===== src/rtl/ddo_pkg.sv =====
package ddo_pkg;

  // Parameter defaults
  localparam int COUNT_BITS_DEF   = 32;
  localparam int CORDIC_STEPS_DEF = 24;

  // Configuration register indexes
  localparam int CFG_IDX_W = 3;
  localparam logic [CFG_IDX_W-1:0] CFG_TPM     = 3'd0;
  localparam logic [CFG_IDX_W-1:0] CFG_TRACK   = 3'd1;
  localparam logic [CFG_IDX_W-1:0] CFG_MWO     = 3'd2;
  localparam logic [CFG_IDX_W-1:0] CFG_MAXSTEP = 3'd3;
  localparam logic [CFG_IDX_W-1:0] CFG_CART    = 3'd4;

  // Register reset values
  localparam logic [31:0] TPM_RST     = 32'd65536000;
  localparam logic [30:0] TRACK_RST   = 31'd19661;
  localparam logic [30:0] MAXSTEP_RST = 31'd1000;

  // Arithmetic constants
  localparam logic signed [33:0] BAM_PER_RAD = 34'sd683565276;
  localparam logic signed [33:0] CORDIC_GAIN = 34'sd652032874;

  typedef struct packed {
    logic               opcode;
    logic signed [31:0] left_count;
    logic signed [31:0] right_count;
    logic signed [31:0] pose_x_in;
    logic signed [31:0] pose_y_in;
    logic        [31:0] heading_in;
  } in_item_t;

  typedef struct packed {
    logic signed [31:0] pose_x;
    logic signed [31:0] pose_y;
    logic        [31:0] heading;
    logic               skipped;
  } out_item_t;

  // Divider request and response
  typedef struct packed {
    logic        start;
    logic [63:0] num;
    logic [32:0] den;
  } div_req_t;

  typedef struct packed {
    logic        busy;
    logic        done;
    logic [63:0] quot;
  } div_rsp_t;

  // CORDIC arctangent steps, binary angle
  function automatic logic [31:0] atan_bam(input logic [4:0] i);
    logic [31:0] a;
    case (i)
      5'd0:  a = 32'h20000000;
      5'd1:  a = 32'h12E4051E;
      5'd2:  a = 32'h09FB385B;
      5'd3:  a = 32'h051111D4;
      5'd4:  a = 32'h028B0D43;
      5'd5:  a = 32'h0145D7E1;
      5'd6:  a = 32'h00A2F61E;
      5'd7:  a = 32'h00517C55;
      5'd8:  a = 32'h0028BE53;
      5'd9:  a = 32'h00145F2F;
      5'd10: a = 32'h000A2F98;
      5'd11: a = 32'h000517CC;
      5'd12: a = 32'h00028BE6;
      5'd13: a = 32'h000145F3;
      5'd14: a = 32'h0000A2FA;
      5'd15: a = 32'h0000517D;
      5'd16: a = 32'h000028BE;
      5'd17: a = 32'h0000145F;
      5'd18: a = 32'h00000A30;
      5'd19: a = 32'h00000518;
      5'd20: a = 32'h0000028C;
      5'd21: a = 32'h00000146;
      5'd22: a = 32'h000000A3;
      5'd23: a = 32'h00000051;
      5'd24: a = 32'h00000029;
      5'd25: a = 32'h00000014;
      5'd26: a = 32'h0000000A;
      5'd27: a = 32'h00000005;
      5'd28: a = 32'h00000003;
      5'd29: a = 32'h00000001;
      5'd30: a = 32'h00000001;
      default: a = 32'h00000000;
    endcase
    return a;
  endfunction

  // Saturate to signed 32 bits
  function automatic logic signed [31:0] sat32(input logic signed [65:0] v);
    logic signed [31:0] r;
    if (v > 66'sd2147483647) r = 32'sh7FFFFFFF;
    else if (v < -66'sd2147483648) r = 32'sh80000000;
    else r = v[31:0];
    return r;
  endfunction

  // Clamp to +-1.0 in Q1.30
  function automatic logic signed [31:0] clamp_q30(input logic signed [65:0] v);
    logic signed [31:0] r;
    if (v > 66'sd1073741824) r = 32'sd1073741824;
    else if (v < -66'sd1073741824) r = -32'sd1073741824;
    else r = v[31:0];
    return r;
  endfunction

  function automatic logic [63:0] abs64(input logic signed [63:0] v);
    return v[63] ? 64'(-v) : 64'(v);
  endfunction

  // Saturated signed Q16.16 travel from a quotient magnitude
  function automatic logic signed [31:0] meters(input logic [63:0] q, input logic neg);
    logic signed [31:0] r;
    if (neg) begin
      if (q > 64'd2147483648) r = 32'sh80000000;
      else r = 32'(-q);
    end else begin
      if (q > 64'd2147483647) r = 32'sh7FFFFFFF;
      else r = q[31:0];
    end
    return r;
  endfunction

endpackage


===== src/rtl/ddo_div.sv =====
module ddo_div (
  input  logic              clk,
  input  logic              rst_n,
  input  ddo_pkg::div_req_t req,
  output ddo_pkg::div_rsp_t rsp
);
  import ddo_pkg::*;

  logic        busy_r;
  logic        done_r;
  logic [5:0]  cnt_r;
  logic [63:0] q_r;
  logic [32:0] rem_r;
  logic [32:0] den_r;
  logic [33:0] trial;
  logic        ge;

  // Restoring division, one quotient bit per cycle
  assign trial = {rem_r, q_r[63]};
  assign ge    = trial >= {1'b0, den_r};

  // Control
  always_ff @(posedge clk) begin
    if (!rst_n) begin
      busy_r <= 1'b0;
      done_r <= 1'b0;
      cnt_r  <= '0;
    end else begin
      done_r <= 1'b0;
      if (req.start) begin
        busy_r <= 1'b1;
        cnt_r  <= '0;
      end else if (busy_r) begin
        cnt_r <= cnt_r + 6'd1;
        if (cnt_r == 6'd63) begin
          busy_r <= 1'b0;
          done_r <= 1'b1;
        end
      end
    end
  end

  // Datapath
  always_ff @(posedge clk) begin
    if (req.start) begin
      q_r   <= req.num;
      rem_r <= '0;
      den_r <= req.den;
    end else if (busy_r) begin
      rem_r <= ge ? 33'(trial - {1'b0, den_r}) : trial[32:0];
      q_r   <= {q_r[62:0], ge};
    end
  end

  assign rsp.busy = busy_r;
  assign rsp.done = done_r;
  assign rsp.quot = q_r;

endmodule


===== config.mk =====
export PLATFORM = sky130hd
export DESIGN_NAME = ddo_div
export DESIGN_NICKNAME = d
export VERILOG_FILES = /design/src/rtl/ddo_pkg.sv /design/src/rtl/ddo_div.sv
export SDC_FILE = /design/constraint.sdc
export NUM_CORES = 1
export LEC_CHECK = 0
export ABC_AREA = 1
export BUFFER_PORTS_ARGS = -buffer_cell sky130_fd_sc_hd__buf_2
export CAP_MARGIN = 20
export CORE_MARGIN = 4
export CORE_UTILIZATION = 44
export CTS_BUF_LIST = sky130_fd_sc_hd__clkbuf_4 sky130_fd_sc_hd__clkbuf_8
export DETAILED_ROUTE_END_ITERATION = 12
export GPL_ROUTABILITY_DRIVEN = 1
export PLACE_DENSITY = 0.66
export SETUP_SLACK_MARGIN = 0.15
export SYNTH_ARGS = -nofsm -noshare
export SYNTH_HDL_FRONTEND = slang
export SYNTH_SLANG_ARGS = --single-unit
export TNS_END_PERCENT = 10

===== constraint.sdc =====
create_clock -name clk -period 4.68 [get_ports clk]
set_input_delay 0.468 -clock clk [delete_from_list [all_inputs] [get_ports clk]]
set_output_delay 0.468 -clock clk [all_outputs]
set_load 0.01 [all_outputs]

==> out/metrics.yaml <==
timing:
  maxSlewViolCount: 0
  timing.fmax_ghz: 0.373
  timing.clock.skew_ns: 0.0167
  timing.slew.headroom_pct: 46.5
  final.setup.tns_ns: 0
  worst_slack_ns: 2.00
  grt_setup_unrepaired: "false"
  final_hold_viol_count: 0
  worstMarginPinSlew_ns: 0.802
  setup_viol_count_final: 0
  finalCriticalPeriod_ns: 2.68
  post-route-period-util_pct: 57.4
clocking:
  cts_buffers: 17
  post_cts_resize_count: 0
  tritoncts: "yes"
  cts-htree-levels: 4
  path_clk_slew_ns: 0.09
  post_cts.repair.setup_buffers: 0
  cts.path.max_buffers: 2
  clk_latency_ns: 0.46
  hold_buffers: 0
  clkSinkCount: 138
  ctsRootBufferMaster: "sky130_fd_sc_hd__clkbuf_8"
yosys:
  post-synth-top-area-fraction_pct: 34.4
  synth-async-reset-ratio_pct: 0
  synth.net_count: 1301
  synth_xor_area_share_pct: 1.55
  synth-simple-area-share_pct: 35.6
  area_fraction_in_compound_gates_after_synthesis_pct: 3.06
  synth.mux.area_fraction_pct: 0
  adder_cell_fraction_of_synth_area_pct: 5.26
  synthTopCellsByCount: "sky130_fd_sc_hd__nand2_1 (516), sky130_fd_sc_hd__inv_1 (182), sky130_fd_sc_hd__edfxtp_1 (97)"
  post_synth_edffs: 97
  syn_area_per_cell_um2: 7.26
  yosys-top-cells-area: "sky130_fd_sc_hd__edfxtp_1 (34%), sky130_fd_sc_hd__nand2_1 (23%), sky130_fd_sc_hd__dfxtp_1 (9.7%), sky130_fd_sc_hd__inv_1 (8.1%), sky130_fd_sc_hd__nand3_1 (5.1%)"
  mappedNetlistArea_mm2: 0.00846
  synth.most_common_cell: "sky130_fd_sc_hd__nand2_1"
  post_synth_inst_count: 1166
  yosys_warnings: 0
  yosysSeqAreaShare_pct: 44.1
  synthDistinctLibCells: 39
  synthFlopType: "sky130_fd_sc_hd__edfxtp_1"
  synth_area_leader_cell: "sky130_fd_sc_hd__edfxtp_1"
  postSynthRegisterBits: 138
  synth_top_family_by_area: "simple AND/OR/NAND/NOR gates"
route:
  detailedRoute.firstPassIterationCount: 6
  ant_nets: 0
  drt_drc_violations_left: 0
  post_drt_via_cell_ratio: 4.74
  routed_wire_length_per_instance_um: 13.3
  number_of_design_rule_violations_left_by_the_first_detailed_router_iteration: 457
  route.vias.total: 7573
  route.final.wire_length_um: 21300
job:
  maxCapViolations: 0
pwr:
  switching_share_pct: 29.4
  power.share.combinational_pct: 13.8
  cell_internal_pwr_uw: 1990
  power_density_of_the_placed_cells_mw_per_mm2: 286
  power_uw: 2820
  total_switching_power_uw: 830
  p_clk_share_pct: 34.8
  pwr-share-seq_pct: 51.4
  static-leakage-power_uw: 0.00531
  vdd.ir_drop.worst_uv: 173
cells_and_area:
  num_antenna_cells: 0
  post_route_insts_no_fill: 1597
  area_of_combinational_cells_with_multiple_inputs_mm2: 0.00385
  layout-drive-gt1-share_pct: 17.4
  register_area_mm2: 0.00373
  fillers: 1858
  syn2layout_area_growth_pct: 16.7
  final_net_count: 1459
die:
  top_level_ports: 166
  die-area_mm2: 0.0215
  initial_core_util_pct: 45.0
  die_h_um: 147
  dieWidth_um: 147
  core.rowCount: 50
  core_area_mm2: 0.0188
worst_setup_path:
  path_class: "reg2reg"
  highest_net_fanout_along_the_worst_path: 36
  slowest_stage: "sky130_fd_sc_hd__fa_1"
  path_common_cell: "sky130_fd_sc_hd__nand2_1"
  cp-start-kind: "register"
  worstPathArrival_ns: 3.08
  worst_path_largest_cell_delay_ns: 0.45
  critPathRequiredTime_ns: 5.08
  critical_path.cell_chain: "inv_1, ha_1, inv_1, fa_1, nand3_1, nand3_2, nand2_1, nand2_2, nand2_4, nand2_8, nand2_1, nand3_1, nand2_1"
  crit_path_end_kind: "register"
outcome:
  run_status: "finished clean"
global_routing:
  grt_start_max_net_pins: 60
  global_route.usage.total_pct: 20.2
  grt_first_pass_wirelength_um: 35400
  grt_total_ovfl: 0
  grt_pass1_vias: 7349
  antenna_found_initial: 0
placement:
  numPlacedInstances: 1565
  hpwlAfterDp_um: 15900
  gpl.final_weighted_congestion: 0.939
  io_buffers: 165
  worst_slack_at_placement_ns: 1.77
worst_hold_path:
  timing.hold.worst.class: "in2reg"
cell usage in the layout, fill, tap and decap left out, types with 2 or more instances in the layout:
cell,instances
sky130_fd_sc_hd__a31oi_1,3
sky130_fd_sc_hd__and2_1,6
sky130_fd_sc_hd__nand4_1,8
sky130_fd_sc_hd__buf_2,164
sky130_fd_sc_hd__nand3b_1,14
sky130_fd_sc_hd__o21ai_0,5
sky130_fd_sc_hd__clkinvlp_4,2
sky130_fd_sc_hd__o21ai_1,10
sky130_fd_sc_hd__nand2_2,12
sky130_fd_sc_hd__edfxtp_1,97
sky130_fd_sc_hd__ha_1,34
sky130_fd_sc_hd__inv_8,4
sky130_fd_sc_hd__nor2_2,5
sky130_fd_sc_hd__inv_2,6
sky130_fd_sc_hd__nand3_2,2
sky130_fd_sc_hd__inv_6,4
sky130_fd_sc_hd__a21oi_1,24
sky130_fd_sc_hd__inv_1,180
sky130_fd_sc_hd__dfxtp_1,41
sky130_fd_sc_hd__nand2_1,516
sky130_fd_sc_hd__clkbuf_8,17
sky130_fd_sc_hd__nor4_1,2
sky130_fd_sc_hd__nor3_1,10
sky130_fd_sc_hd__clkinv_1,5
sky130_fd_sc_hd__buf_4,6
sky130_fd_sc_hd__o21bai_1,5
sky130_fd_sc_hd__clkinv_4,3
sky130_fd_sc_hd__xnor2_1,14
sky130_fd_sc_hd__nand3_1,86
sky130_fd_sc_hd__nor2_1,40
cell type report:
| class | count | share of cell area (%) |
|---|---|---|
| Clock buffer | 17 | 2.37 |
| Clock inverter | 15 | 1.57 |
| Tap cell | 260 | 3.29 |
| Sequential cell | 138 | 37.8 |
| Multi-Input combinational cell | 807 | 39.0 |
| Timing Repair Buffer | 170 | 8.77 |
| Inverter | 190 | 7.22 |
sequential cells by signal (all words and copies together), names as in the netlist:
register,cells
den_r,33
rem_r,33
cnt_r,6
q_r,64
busy_r,1
done_r,1
per-stage QoR:
step / utilization [%] / hold slack [ns] / area, um^2
6_report: 52.4 / 0.178 / 9880
5_1_grt: 52.4 / 0.140 / 9880
4_1_cts: 52.4 / 0.150 / 9880
3_5_place_dp: 50.4 / 0.457 / 9490
3_3_place_gp: 50.4 / 0.460 / 9490
2_1_floorplan: - / 0.444 / 8460
kinds of logic after synthesis:
kind of cell             after synthesis
AO/OA/AOI/OAI                         48
XOR/XNOR                              15
adder cells (fa/ha/maj)               35
buffers and inverters                221
flip-flops                           138
AND/OR/NAND/NOR                      709
power groups by stage:
stage	clock network (uW)	logic, uW	registers [uW]
2_1_floorplan	0	201	1500
3_3_place_gp	0	387	1480
3_5_place_dp	0	394	1470
4_1_cts	1000	393	1450
5_1_grt	1060	440	1460
6_report	983	389	1450
per-layer routing:
metal / share of wire [%] / routed length (um) / GRT usage, % / vias to the layer above
met5: 0 / 0 / 0 / -
met4: 1.4 / 308 / 5.08 / 0
met3: 7.3 / 1560 / 5.21 / 22
met2: 46 / 9750 / 33.0 / 244
met1: 45 / 9680 / 26.8 / 3357
li1: - / - / - / 3950
worst paths after layout:
path                           from                     end  slack, ns  depth (start not counted)
max               q_r[63]$_DFFE_PP_  rem_r[23]$_SDFFE_PP0P_       2.00                         13
min reg2reg  rem_r[15]$_SDFFE_PP0P_  rem_r[15]$_SDFFE_PP0P_       0.47                          2
max reg2reg       q_r[63]$_DFFE_PP_  rem_r[23]$_SDFFE_PP0P_       2.00                         13
min                         req[10]     den_r[10]$_DFFE_PP_       0.18                          1
worst max-delay path, delay by kind of cell (launching register included):
family                     cells  cell delay [ns]
and+or+nand+nor                9             1.43
adders and majority gates      2             0.60
DFF                            1             0.40
buffers and inverters          2             0.16
Power figures use the tool's default switching activity.
